File: config.mk
export PLATFORM = sky130hd
export DESIGN_NAME = cfer_scale
export DESIGN_NICKNAME = d
export VERILOG_FILES = /design/src/cubemap_face_to_equirect_address_core_macros.svh /design/src/cfer_pkg.sv /design/src/cfer_scale.sv
export SDC_FILE = /design/constraint.sdc
export NUM_CORES = 2
export LEC_CHECK = 0
export BUFFER_PORTS_ARGS = -buffer_cell sky130_fd_sc_hd__buf_2
export CAP_MARGIN = 10
export CORE_MARGIN = 2
export CORE_UTILIZATION = 23
export DETAILED_ROUTE_END_ITERATION = 10
export PLACE_DENSITY_LB_ADDON = 0.1
export RECOVER_POWER = 100
export SETUP_SLACK_MARGIN = 0.15
export SLEW_MARGIN = 20
export SYNTH_ARGS = -nofsm -noshare
export SYNTH_HDL_FRONTEND = slang
export SYNTH_SLANG_ARGS = --single-unit
File: constraint.sdc
create_clock -name clk -period 12.31 [get_ports clk]
set_input_delay 1.8465 -clock clk [delete_from_list [all_inputs] [get_ports clk]]
set_output_delay 1.8465 -clock clk [all_outputs]
set_load 0.05 [all_outputs]
File: src/cubemap_face_to_equirect_address_core_macros.svh
// ----------------------------------------------------------------------------
// cubemap_face_to_equirect_address_core_macros.svh
// assertion helpers shared by the address core
// ----------------------------------------------------------------------------
`ifndef CUBEMAP_FACE_TO_EQUIRECT_ADDRESS_CORE_MACROS_SVH
`define CUBEMAP_FACE_TO_EQUIRECT_ADDRESS_CORE_MACROS_SVH

// next-cycle implication, checked only out of reset
`define CFER_ASSERT_NEXT(lbl, ante, cons, msg) \
  lbl: assert property (@(posedge clk) disable iff (!rst_n) (ante) |=> (cons)) \
    else $error(msg);

// next-cycle implication, checked during reset as well
`define CFER_ASSERT_NEXT_RST(lbl, ante, cons, msg) \
  lbl: assert property (@(posedge clk) (ante) |=> (cons)) else $error(msg);

`endif

File: src/cfer_pkg.sv
// ----------------------------------------------------------------------------
// cfer_pkg
// shared widths, constants and arctangent table of the address core
// ----------------------------------------------------------------------------
`timescale 1ns / 1ps

package cfer_pkg;

  localparam int ANG_W   = 27;   // angle, units of pi / 2^24
  localparam int Q_W     = 18;   // normalized coordinate, signed q1.16
  localparam int VEC_W   = 28;   // direction component, signed q3.24
  localparam int QMAG_W  = 17;   // quotient magnitude bits

  localparam logic signed [ANG_W-1:0] QUARTER_TURN = 27'sd8388608;
  localparam logic signed [VEC_W-1:0] ONE_Q24      = 28'sd16777216;
  localparam logic signed [17:0]      GAIN_Q16     = 18'sd107922;
  localparam logic signed [Q_W-1:0]   U_MAX        = 18'sd131071;
  localparam logic signed [Q_W-1:0]   U_MIN        = -18'sd131072;

  typedef enum logic [2:0] {
    FACE_REAR   = 3'd0,
    FACE_LEFT   = 3'd1,
    FACE_FRONT  = 3'd2,
    FACE_RIGHT  = 3'd3,
    FACE_TOP    = 3'd4,
    FACE_BOTTOM = 3'd5
  } face_t;

  typedef enum logic [1:0] {
    REG_FACE_SIZE   = 2'd0,
    REG_PANO_WIDTH  = 2'd1,
    REG_PANO_HEIGHT = 2'd2
  } reg_idx_t;

  localparam int TAB_LEN = 28;

  // atan(2^-i) / pi * 2^24, rounded
  localparam logic signed [ANG_W-1:0] ATAN_TAB [0:TAB_LEN-1] = '{
    27'sd4194304, 27'sd2476042, 27'sd1308273, 27'sd664100, 27'sd333339,
    27'sd166832, 27'sd83436, 27'sd41721, 27'sd20861, 27'sd10430,
    27'sd5215, 27'sd2608, 27'sd1304, 27'sd652, 27'sd326,
    27'sd163, 27'sd81, 27'sd41, 27'sd20, 27'sd10,
    27'sd5, 27'sd3, 27'sd1, 27'sd1, 27'sd0, 27'sd0, 27'sd0, 27'sd0
  };

endpackage

File: src/cfer_scale.sv
// ----------------------------------------------------------------------------
// cfer_scale
// angle to pixel scaling, clamping and linear index, with output register
// ----------------------------------------------------------------------------
`timescale 1ns / 1ps

module cfer_scale (
  input  logic                               clk,
  input  logic                               rst_n,
  input  logic                               en,
  input  logic                               in_valid,
  input  logic                               in_face_ok,
  input  logic signed [cfer_pkg::ANG_W-1:0]  in_theta,
  input  logic signed [cfer_pkg::ANG_W-1:0]  in_phi,
  input  logic [13:0]                        w,
  input  logic [12:0]                        h,
  output logic                               out_valid,
  output logic [12:0]                        out_px,
  output logic [11:0]                        out_py,
  output logic [24:0]                        out_idx
);

  logic                vld_a_r, vld_b_r, vld_c_r;
  logic [15:0]         rx_a_r;
  logic [14:0]         ry_a_r;
  logic [12:0]         px_b_r;
  logic [11:0]         py_b_r;
  logic [25:0]         pyw_b_r;
  logic [12:0]         px_c_r;
  logic [11:0]         py_c_r;
  logic [24:0]         idx_c_r;

  logic signed [cfer_pkg::ANG_W-1:0] th, ph;
  logic signed [cfer_pkg::VEC_W-1:0] t;
  logic [40:0]         prod_x;
  logic [38:0]         prod_y;
  logic [13:0]         wm1;
  logic [12:0]         hm1;
  logic [12:0]         px_n;
  logic [11:0]         py_n;

  // stage a: scale the angles
  always_comb begin
    th     = in_face_ok ? in_theta : '0;
    ph     = in_face_ok ? in_phi : '0;
    t      = cfer_pkg::VEC_W'(th) + cfer_pkg::ONE_Q24;
    prod_x = t[26:0] * w;
    prod_y = ph[25:0] * h;
  end

  always_ff @(posedge clk) begin
    if (en) begin
      rx_a_r <= (t[cfer_pkg::VEC_W-1] || t == '0) ? '0 : prod_x[40:25];
      ry_a_r <= (ph[cfer_pkg::ANG_W-1] || ph == '0) ? '0 : prod_y[38:24];
    end
  end

  // stage b: clamp to the image, row times stride
  always_comb begin
    wm1  = w - 14'd1;
    hm1  = h - 13'd1;
    px_n = ({2'b00, wm1} < rx_a_r) ? wm1[12:0] : rx_a_r[12:0];
    py_n = ({2'b00, hm1} < ry_a_r) ? hm1[11:0] : ry_a_r[11:0];
  end

  always_ff @(posedge clk) begin
    if (en) begin
      px_b_r  <= px_n;
      py_b_r  <= py_n;
      pyw_b_r <= py_n * w;
    end
  end

  // stage c: output register
  always_ff @(posedge clk) begin
    if (en) begin
      px_c_r  <= px_b_r;
      py_c_r  <= py_b_r;
      idx_c_r <= 25'({13'd0, px_b_r} + pyw_b_r);
    end
  end

  always_ff @(posedge clk) begin
    if (!rst_n) begin
      vld_a_r <= 1'b0;
      vld_b_r <= 1'b0;
      vld_c_r <= 1'b0;
    end else if (en) begin
      vld_a_r <= in_valid;
      vld_b_r <= vld_a_r;
      vld_c_r <= vld_b_r;
    end
  end

  assign out_valid = vld_c_r;
  assign out_px    = px_c_r;
  assign out_py    = py_c_r;
  assign out_idx   = idx_c_r;

endmodule

==> reports/qor.yml <==
timing:
  worst_pin_slew_ps: 4150
  setup_ws_ps: 1450
  finalSetupTns_ps: 0
  max_slew_margin: -1.77
  clock-skew-final_ps: 12.0
  hold_violations: 0
  report.final.slew_viol_count: 279
  fmax_mhz: 92.1
  fin_crit_ps: 10860
  rsz0062_at_grt: "false"
  fin_crit_sh: 0.882
  setup_violations: 0
setup_path:
  crit_slowest_cell: "a31oi_1"
  slowest_delay_ps: 1020
  crit_top_cell: "fa_1"
  cp-start-kind: "primary input"
  path_max_fanout: 30
  path_class: "primary input to flip-flop"
  worstPathArrival_ps: 11060
  endpoint_kind: "flip-flop"
  critPathRequiredTime_ps: 12510
clock_tree:
  clkTransAtPathRegs_ps: 60
  numCtsBuffers: 17
  cts-hold-fix-buffers: 0
  cts_resized: 0
  htree_levels: 4
  cts_tree: "built"
  cts_setup_buffers: 0
  clock_path_buffers: 2
  clk_latency_ps: 460
  cts_root_buf: "clkbuf_16"
  numClockSinks: 134
global_routing:
  grt_max_degree: 102
  grt_pass1_vias: 25700
  grt.overflow.total: 0
  grt_pass1_wl_um: 165000
  grt_antenna_before_repair: 9
  track_usage: 0.149
routing:
  wl_per_cell_um: 19.5
  drc: 0
  drt-total-wl_um: 105000
  drtAntennaViolNets: 0
  dr.first_iter.drc_count: 989
  viasPerCell: 4.25
  drtPass1Iterations: 4
  vias: 22800
place:
  dp_hpwl_um: 82000
  dp_cells: 5332
  post-place-ws_ps: 1610
  gp_congestion: 0.751
  port_buffers: 136
cells_and_area:
  drive_above_1_share: 0.0455
  final_net_count: 4511
  stdcell_count: 5367
  area_growth_pct: 8.91
synthesis:
  synthFlopType: "edfxtp_1"
  synth_area_per_cell_um2: 9.38
  ys_types: 71
  yosysTopAreaCell: "fa_1"
  yosysTopAreaCellShare: 0.416
  yosysWarnings: 0
  synth_edf_count: 131
  synth-async-reset-ratio: 0
  seq_area_frac_synth: 0.122
  ys_top_cells_by_count: "inv_1, fa_1, nand2_1"
  yosysMostFrequentCell: "inv_1"
  synth_fp_nets: 4535
  syn-instance-count: 3485
  ys_ff_latch: 134
  synth_top_cells_by_area: "fa_1, edfxtp_1, ha_1"
  synth_area_um2: 32700
die:
  initial_core_util: 0.231
  die-height_um: 381
  fp-row-count: 138
  die_w_um: 381
  pin_count: 137
  coreArea_um2: 141000
  dieArea_um2: 145000
status:
  violations: "max-capacitance violations, max-slew violations"
  status: "finished with violations"
run:
  drv_cap: 5
pwr:
  power.leakage_nw: 17.1
  p_per_area_nw_per_um2: 203
  peakVddDrop_mv: 0.188
min_path:
  hold_class: "flip-flop to flip-flop"
## worst max-delay path: cells and delay by family
family,cells,cell delay [ps]
xor gates and xnor gates,2,390
and+or+nand+nor,9,2590
adders and majority gates,7,2920
AOI/OAI and AO/OA,7,2190
muxes,1,680
buffers and inverters,3,420
## area by class of cell
type                    instances  area (um^2)
diodes                          3         7.51
clock buffers                  18          429
clock inverters                14          175
fillers                     15400       106000
inverters                     706         2650
multi-input cells            2440        25200
flip-flops and latches        134         3990
well taps                    1890         2360
repair buffers                162          798
## stage by stage
step | util | power, mW | hold slack [ps] | instance area (um^2)
after floorplan | - | 5.30 | 400 | 32700
after global placement | 0.249 | 6.86 | 430 | 35100
after detailed placement | 0.249 | 6.80 | 415 | 35100
after CTS | 0.253 | 7.41 | 426 | 35700
after global routing | 0.252 | 8.24 | 439 | 35600
final | 0.252 | 7.21 | 422 | 35600
## routing by layer
metal / vias up / wire length (um) / part of all wire / track usage
met3: 51 / 2510 / 0.024 / 0.0104
met1: 11800 / 53800 / 0.51 / 0.221
met4: 0 / 1020 / 0.0097 / 0.0237
met5: - / 0 / 0 / 0
li1: 10600 / - / - / -
met2: 314 / 47600 / 0.45 / 0.240
## kinds of logic (layout without fill, tap and decap cells)
kind of cell	after synthesis	count (layout)	share of synthesized area
other cells	0	3	0
buf+inv	911	900	0.106
xor+xnor	85	85	0.0228
simple gates	1169	1169	0.173
compound gates	195	195	0.0418
fa+ha+maj	964	964	0.525
flops	134	134	0.122
mux	27	27	0.00911
## registers in the layout, summed over array words and instances, names as in the netlist
name / flops
out_idx: 25
pyw_b_r: 25
rx_a_r: 16
ry_a_r: 15
out_px: 13
px_b_r: 13
out_py: 12
py_b_r: 12
out_valid: 1
vld_a_r: 1
vld_b_r: 1
## where the power goes
group / total [mW] / internal (mW) / switching, mW
combinational: 5.70 / 2.39 / 3.31
sequential: 0.964 / 0.896 / 0.0678
clock: 0.543 / 0.320 / 0.223
## worst paths after layout
check,cells after the start,slack (ps),to,start
setup / recovery,29,1450,pyw_b_r[22],h[2]
hold / removal,0,420,out_py[11],py_b_r[11]
setup reg to reg,24,4350,pyw_b_r[22],ry_a_r[5]
hold reg to reg,0,420,out_py[11],py_b_r[11]
## placed cells by master, fill, tap and decap left out, types with 7 or more instances in the layout
master / synthesis / final
xor2_1: 35 / 35
fa_1: 679 / 679
o211ai_1: 7 / 7
inv_1: 706 / 706
a21o_1: 29 / 29
nor2b_1: 14 / 14
a21oi_1: 51 / 55
nor3_1: 25 / 25
o21ai_0: 34 / 36
and2_1: 122 / 116
clkbuf_16: 0 / 17
mux2_2: 13 / 7
nor2_1: 71 / 70
nand4_1: 11 / 11
nand3_1: 27 / 27
edfxtp_1: 131 / 131
clkbuf_1: 183 / 57
nand2b_1: 9 / 9
a31oi_1: 5 / 7
o21a_1: 14 / 14
nand2_1: 589 / 589
buf_4: 3 / 23
buf_2: 18 / 82
nor4_1: 13 / 14
and2_0: 1 / 7
mux2_1: 9 / 15
xnor2_1: 50 / 50
ha_1: 285 / 285
and3_1: 257 / 257
(Power assumes the default switching activity.)
