`config.mk`:
```
export PLATFORM = sky130hd
export DESIGN_NAME = cfer_div
export DESIGN_NICKNAME = d
export VERILOG_FILES = /design/src/cubemap_face_to_equirect_address_core_macros.svh /design/src/cfer_pkg.sv /design/src/cfer_div.sv
export SDC_FILE = /design/constraint.sdc
export NUM_CORES = 2
export LEC_CHECK = 0
export BUFFER_PORTS_ARGS = -buffer_cell sky130_fd_sc_hd__buf_2
export CAP_MARGIN = 20
export CORE_ASPECT_RATIO = 0.5
export CORE_MARGIN = 2
export CORE_UTILIZATION = 48
export DETAILED_ROUTE_END_ITERATION = 10
export SLEW_MARGIN = 20
export SYNTH_ARGS = -nofsm -noshare
export SYNTH_HDL_FRONTEND = slang
export SYNTH_SLANG_ARGS = --single-unit
```
`constraint.sdc`:
```
create_clock -name clk -period 9.2 [get_ports clk]
set_input_delay 1.84 -clock clk [delete_from_list [all_inputs] [get_ports clk]]
set_output_delay 1.84 -clock clk [all_outputs]
set_load 0.03 [all_outputs]
```
`src/cubemap_face_to_equirect_address_core_macros.svh`:
```
// ----------------------------------------------------------------------------
// cubemap_face_to_equirect_address_core_macros.svh
// assertion helpers shared by the address core
// ----------------------------------------------------------------------------
`ifndef CUBEMAP_FACE_TO_EQUIRECT_ADDRESS_CORE_MACROS_SVH
`define CUBEMAP_FACE_TO_EQUIRECT_ADDRESS_CORE_MACROS_SVH

// next-cycle implication, checked only out of reset
`define CFER_ASSERT_NEXT(lbl, ante, cons, msg) \
  lbl: assert property (@(posedge clk) disable iff (!rst_n) (ante) |=> (cons)) \
    else $error(msg);

// next-cycle implication, checked during reset as well
`define CFER_ASSERT_NEXT_RST(lbl, ante, cons, msg) \
  lbl: assert property (@(posedge clk) (ante) |=> (cons)) else $error(msg);

`endif

```
`src/cfer_pkg.sv`:
```
// ----------------------------------------------------------------------------
// cfer_pkg
// shared widths, constants and arctangent table of the address core
// ----------------------------------------------------------------------------
`timescale 1ns / 1ps

package cfer_pkg;

  localparam int ANG_W   = 27;   // angle, units of pi / 2^24
  localparam int Q_W     = 18;   // normalized coordinate, signed q1.16
  localparam int VEC_W   = 28;   // direction component, signed q3.24
  localparam int QMAG_W  = 17;   // quotient magnitude bits

  localparam logic signed [ANG_W-1:0] QUARTER_TURN = 27'sd8388608;
  localparam logic signed [VEC_W-1:0] ONE_Q24      = 28'sd16777216;
  localparam logic signed [17:0]      GAIN_Q16     = 18'sd107922;
  localparam logic signed [Q_W-1:0]   U_MAX        = 18'sd131071;
  localparam logic signed [Q_W-1:0]   U_MIN        = -18'sd131072;

  typedef enum logic [2:0] {
    FACE_REAR   = 3'd0,
    FACE_LEFT   = 3'd1,
    FACE_FRONT  = 3'd2,
    FACE_RIGHT  = 3'd3,
    FACE_TOP    = 3'd4,
    FACE_BOTTOM = 3'd5
  } face_t;

  typedef enum logic [1:0] {
    REG_FACE_SIZE   = 2'd0,
    REG_PANO_WIDTH  = 2'd1,
    REG_PANO_HEIGHT = 2'd2
  } reg_idx_t;

  localparam int TAB_LEN = 28;

  // atan(2^-i) / pi * 2^24, rounded
  localparam logic signed [ANG_W-1:0] ATAN_TAB [0:TAB_LEN-1] = '{
    27'sd4194304, 27'sd2476042, 27'sd1308273, 27'sd664100, 27'sd333339,
    27'sd166832, 27'sd83436, 27'sd41721, 27'sd20861, 27'sd10430,
    27'sd5215, 27'sd2608, 27'sd1304, 27'sd652, 27'sd326,
    27'sd163, 27'sd81, 27'sd41, 27'sd20, 27'sd10,
    27'sd5, 27'sd3, 27'sd1, 27'sd1, 27'sd0, 27'sd0, 27'sd0, 27'sd0
  };

endpackage

```
`src/cfer_div.sv`:
```
// ----------------------------------------------------------------------------
// cfer_div
// pipelined restoring divider, (2c - n) / n for both face coordinates
// ----------------------------------------------------------------------------
`timescale 1ns / 1ps

module cfer_div (
  input  logic                               clk,
  input  logic                               rst_n,
  input  logic                               en,
  input  logic                               in_valid,
  input  logic [2:0]                         in_face,
  input  logic [11:0]                        in_cx,
  input  logic [11:0]                        in_cy,
  input  logic [12:0]                        n,
  output logic                               out_valid,
  output logic [2:0]                         out_face,
  output logic signed [cfer_pkg::Q_W-1:0]    out_qu,
  output logic signed [cfer_pkg::Q_W-1:0]    out_qv
);

  localparam int NST = cfer_pkg::QMAG_W;

  logic [NST:0]                   vld_r;
  logic [2:0]                     face_r [0:NST];
  logic [13:0]                    ru_r   [0:NST];
  logic [13:0]                    rv_r   [0:NST];
  logic [cfer_pkg::QMAG_W-1:0]    qu_r   [0:NST];
  logic [cfer_pkg::QMAG_W-1:0]    qv_r   [0:NST];
  logic [NST:0]                   negu_r, negv_r, satu_r, satv_r;

  logic signed [14:0] du, dv;
  logic [12:0]        mu, mv;

  always_comb begin
    du = $signed({2'b00, in_cx, 1'b0}) - $signed({2'b00, n});
    dv = $signed({2'b00, in_cy, 1'b0}) - $signed({2'b00, n});
    mu = du[14] ? 13'(-du) : du[12:0];
    mv = dv[14] ? 13'(-dv) : dv[12:0];
  end

  // sign, magnitude and saturation of the numerator
  always_ff @(posedge clk) begin
    if (!rst_n) begin
      vld_r[0] <= 1'b0;
    end else if (en) begin
      vld_r[0] <= in_valid;
    end
  end

  always_ff @(posedge clk) begin
    if (en) begin
      face_r[0] <= in_face;
      ru_r[0]   <= {1'b0, mu};
      rv_r[0]   <= {1'b0, mv};
      qu_r[0]   <= '0;
      qv_r[0]   <= '0;
      negu_r[0] <= du[14];
      negv_r[0] <= dv[14];
      satu_r[0] <= {1'b0, mu} >= {n, 1'b0};
      satv_r[0] <= {1'b0, mv} >= {n, 1'b0};
    end
  end

  // one quotient bit per stage
  for (genvar k = 1; k <= NST; k++) begin : g_stage
    logic [13:0] cu, cv;
    logic        geu, gev;

    always_comb begin
      cu  = (k == 1) ? ru_r[k-1] : {ru_r[k-1][12:0], 1'b0};
      cv  = (k == 1) ? rv_r[k-1] : {rv_r[k-1][12:0], 1'b0};
      geu = cu >= {1'b0, n};
      gev = cv >= {1'b0, n};
    end

    always_ff @(posedge clk) begin
      if (!rst_n) begin
        vld_r[k] <= 1'b0;
      end else if (en) begin
        vld_r[k] <= vld_r[k-1];
      end
    end

    always_ff @(posedge clk) begin
      if (en) begin
        face_r[k] <= face_r[k-1];
        ru_r[k]   <= geu ? cu - {1'b0, n} : cu;
        rv_r[k]   <= gev ? cv - {1'b0, n} : cv;
        qu_r[k]   <= {qu_r[k-1][cfer_pkg::QMAG_W-2:0], geu};
        qv_r[k]   <= {qv_r[k-1][cfer_pkg::QMAG_W-2:0], gev};
        negu_r[k] <= negu_r[k-1];
        negv_r[k] <= negv_r[k-1];
        satu_r[k] <= satu_r[k-1];
        satv_r[k] <= satv_r[k-1];
      end
    end
  end

  logic signed [cfer_pkg::Q_W-1:0] qmu, qmv;

  always_comb begin
    qmu = $signed({1'b0, qu_r[NST]});
    qmv = $signed({1'b0, qv_r[NST]});
    if (satu_r[NST]) out_qu = negu_r[NST] ? cfer_pkg::U_MIN : cfer_pkg::U_MAX;
    else             out_qu = negu_r[NST] ? -qmu : qmu;
    if (satv_r[NST]) out_qv = negv_r[NST] ? cfer_pkg::U_MIN : cfer_pkg::U_MAX;
    else             out_qv = negv_r[NST] ? -qmv : qmv;
  end

  assign out_valid = vld_r[NST];
  assign out_face  = face_r[NST];

endmodule

```
==> run metrics <==
status=completed; via count=34864; CTS root buf=clkbuf_16; slack of the critical path=3.76 ns; Synth Flop Type=edfxtp_1; register area share after synthesis=49.9%; H-tree depth=3; Leak=22.4 nW; largest family of logic cells by synthesized area=adder cells; Post-synth ARST share=0%; DR WL met2=51.1 mm; Worst Hold Depth=0; die span in x=475 um; CP Capture Type=flop; Mapped Nets=5102; post-CTS sizing=0; fillers=9197; Mean Syn Cell Area=11.8 um^2; first-pass GRT wire length=175 mm; # nets final=5228; Clk network pwr share=18.2%; DR top layer=met4; Arrival @ worst endpoint=5.84 ns; xor/xnor cell area share of the yosys netlist=5.00%; DR WL met3=4.02 mm; CTS Sinks=891; Layout area overhead=9.62%; Worst Tran Pin Value=1.03 ns; GPL Wtd Cong=0.872; Slew Viols, Final=0; largest buffer count on any clock path=3; Routed met1 length=50.0 mm; post-route ant nets=0; Worst Path Max Fanout=38; final worst path period share=59.1%; DRT iter0 DRCs=1911; top post-synthesis cells by count=edfxtp_1, ha_1, nor2_1; RR Startpoint=ru_r[0][0]; switching share of power=35.1%; Period minus WS final=5.44 ns; Startpoint Class=input port; Post-Place Worst Slack=3.11 ns; 1st-pass router iterations=5; Post-route DRC=0; Post-synth EDFFs=873; min-delay worst type=flop to flop; Comb pwr share=46.7%; Ys Warns=0; Max Cap Viol=0; Yosys reg bits=891; Int Pwr=12.8 mW; Core ar.=110000 um^2; HP Start=satu_r[2]; initial antenna violation count=1; cell with the most instances after synthesis=edfxtp_1; row count=86; mux contribution to synthesized area=6.71%; hold_ws=0.394 ns; final global-route overflow total=0; Synth top area share=49.2%; R2R cell count=10; port buffer count=83; Fmax=0.184 GHz; DIE AREA=114000 um^2; dpl hpwl=74.2 mm; Initial Utilization=48.4%; Data required, critical path=9.60 ns; top cells by area, synth=edfxtp_1, ha_1, mux2_2; library cells used by synthesis=78; setup_tns=0 ns; worst flop-to-flop path endpoint=ru_r[1][4]; io pins=84; Setup CP Type=input port to flop; via density per instance=5.61; Die Ht=240 um; Post-Syn Instances=4533; drt wl/cell=17.3 um; largest net degree at the start of global routing=199; n_diodes=0; hold buffers post-CTS=0; Post-Synth Adder-Cell Area=12.8%; r2r setup slk=5.79 ns; Cell Pwr Density=338 nW/um^2; maximum vdd drop=0.156 mV; Post-Route WL=108 mm; hold endpoint=satu_r[3]; Tot GR Track Use=19.0%; post-synthesis compound-gate area fraction=12.7%; fraction of layout instances using a drive strength above 1=12.5%; clock slew at reported path FFs=0.07 ns; CTS tree=done; switching pwr=6.94 mW; final hold viol count=0; setup bufs post-CTS=0; Fin Clk Skew=0.0297 ns; CTS Buf Count=85; # setup viols final=0; clk_lat worst skew=0.69 ns; largest area contributor in the netlist=edfxtp_1; vias in the first global route=34924; Sequential Power Share=35.1%; Synth Cell Area=53300 um^2; simple-gate portion of the synthesized area=10.9%; RSZ-0062 raised after global routing=no; Slew HR=31.6%
## power groups by stage
| stage | clock network (mW) | logic [mW] | registers [mW] |
|---|---|---|---|
| floorplan | 0 | 7.50 | 6.76 |
| global placement | 0 | 8.91 | 7.00 |
| detailed placement | 0 | 9.11 | 7.01 |
| CTS | 3.72 | 9.21 | 6.93 |
| global route | 3.88 | 10.4 | 7.06 |
| finish | 3.60 | 9.22 | 6.93 |
## area by class of cell
class / count / area (um^2) / area share [%]
clock buffers: 99 / 2220 / 3.81
multi-input cells: 3384 / 25700 / 44.0
clock inverters: 52 / 577 / 0.988
repair buffers: 121 / 791 / 1.35
flip-flops and latches: 891 / 26600 / 45.5
inverters: 176 / 661 / 1.13
well taps: 1496 / 1870 / 3.21
## critical path, stage by stage
cell and delay (ns):
buf_2 0.08, inv_2 0.04, buf_12 0.19, ha_1 0.46, nand3_1 0.11, a211oi_1 0.46, o311ai_0 0.21, a21oi_1 0.74
a31oi_1 0.13, xnor2_1 0.19, ha_1 0.31, a21o_1 0.16, a21o_1 0.17, a21oi_1 0.14, nor2b_1 0.06, o21ai_0 0.16
nand2b_1 0.08, a21oi_1 0.17, o211ai_1 0.10
## cells in the final DEF, fill, tap and decap left out, types with 68 or more instances in the layout
cell type	Yosys	final
a21o_1	68	68
a21oi_1	286	286
buf_2	18	80
clkbuf_16	0	87
edfxtp_1	873	873
ha_1	491	491
inv_1	175	162
mux2_2	265	265
nand2_1	237	237
nand2b_1	85	85
nand3_1	110	110
nor2_1	339	339
nor2b_1	85	85
nor3_1	109	109
o21ai_0	207	207
xnor2_1	206	206
xor2_1	98	98
## per-layer routing
layer	vias to the layer above	GRT usage, %
met2	585	32.4
met4	0	5.25
li1	17411	-
met1	16692	24.8
met3	176	3.40
met5	-	0
## registers in the layout, indices dropped and copies added, names as in the netlist
register and count:
face_r 54, satu_r 18, ru_r 221, qu_r 153, qv_r 153, vld_r 17, out_valid 1, negv_r 18
negu_r 18, satv_r 18, rv_r 220
## per-stage QoR
step | instance area, um^2 | cells | power, mW | util [%]
5_1_grt | 58400 | 6219 | 21.3 | 53.0
2_1_floorplan | 53300 | 4533 | 14.3 | -
4_1_cts | 58400 | 6219 | 19.9 | 53.0
3_5_place_dp | 55600 | 6068 | 16.1 | 50.5
6_report | 58400 | 6219 | 19.8 | 53.0
3_3_place_gp | 55600 | 6067 | 15.9 | 50.5
## how the worst max path moves through the flow
stage                     startpoint         to  slack [ns]
after floorplan                 n[0]  satu_r[0]        2.57
after global placement          n[5]  satu_r[0]        3.19
after detailed placement        n[5]  satu_r[0]        3.11
after CTS                       n[5]  satu_r[0]        3.84
after global routing            n[5]  satu_r[0]        3.40
final                           n[5]  satu_r[0]        3.76
## cell families after synthesis
family / after synthesis
and+or+nand+nor: 1185
AOI/OAI and AO/OA: 1046
DFF: 891
adders and majority gates: 525
muxes: 324
xor gates and xnor gates: 304
buffers and inverters: 258
(Power assumes the default switching activity.)
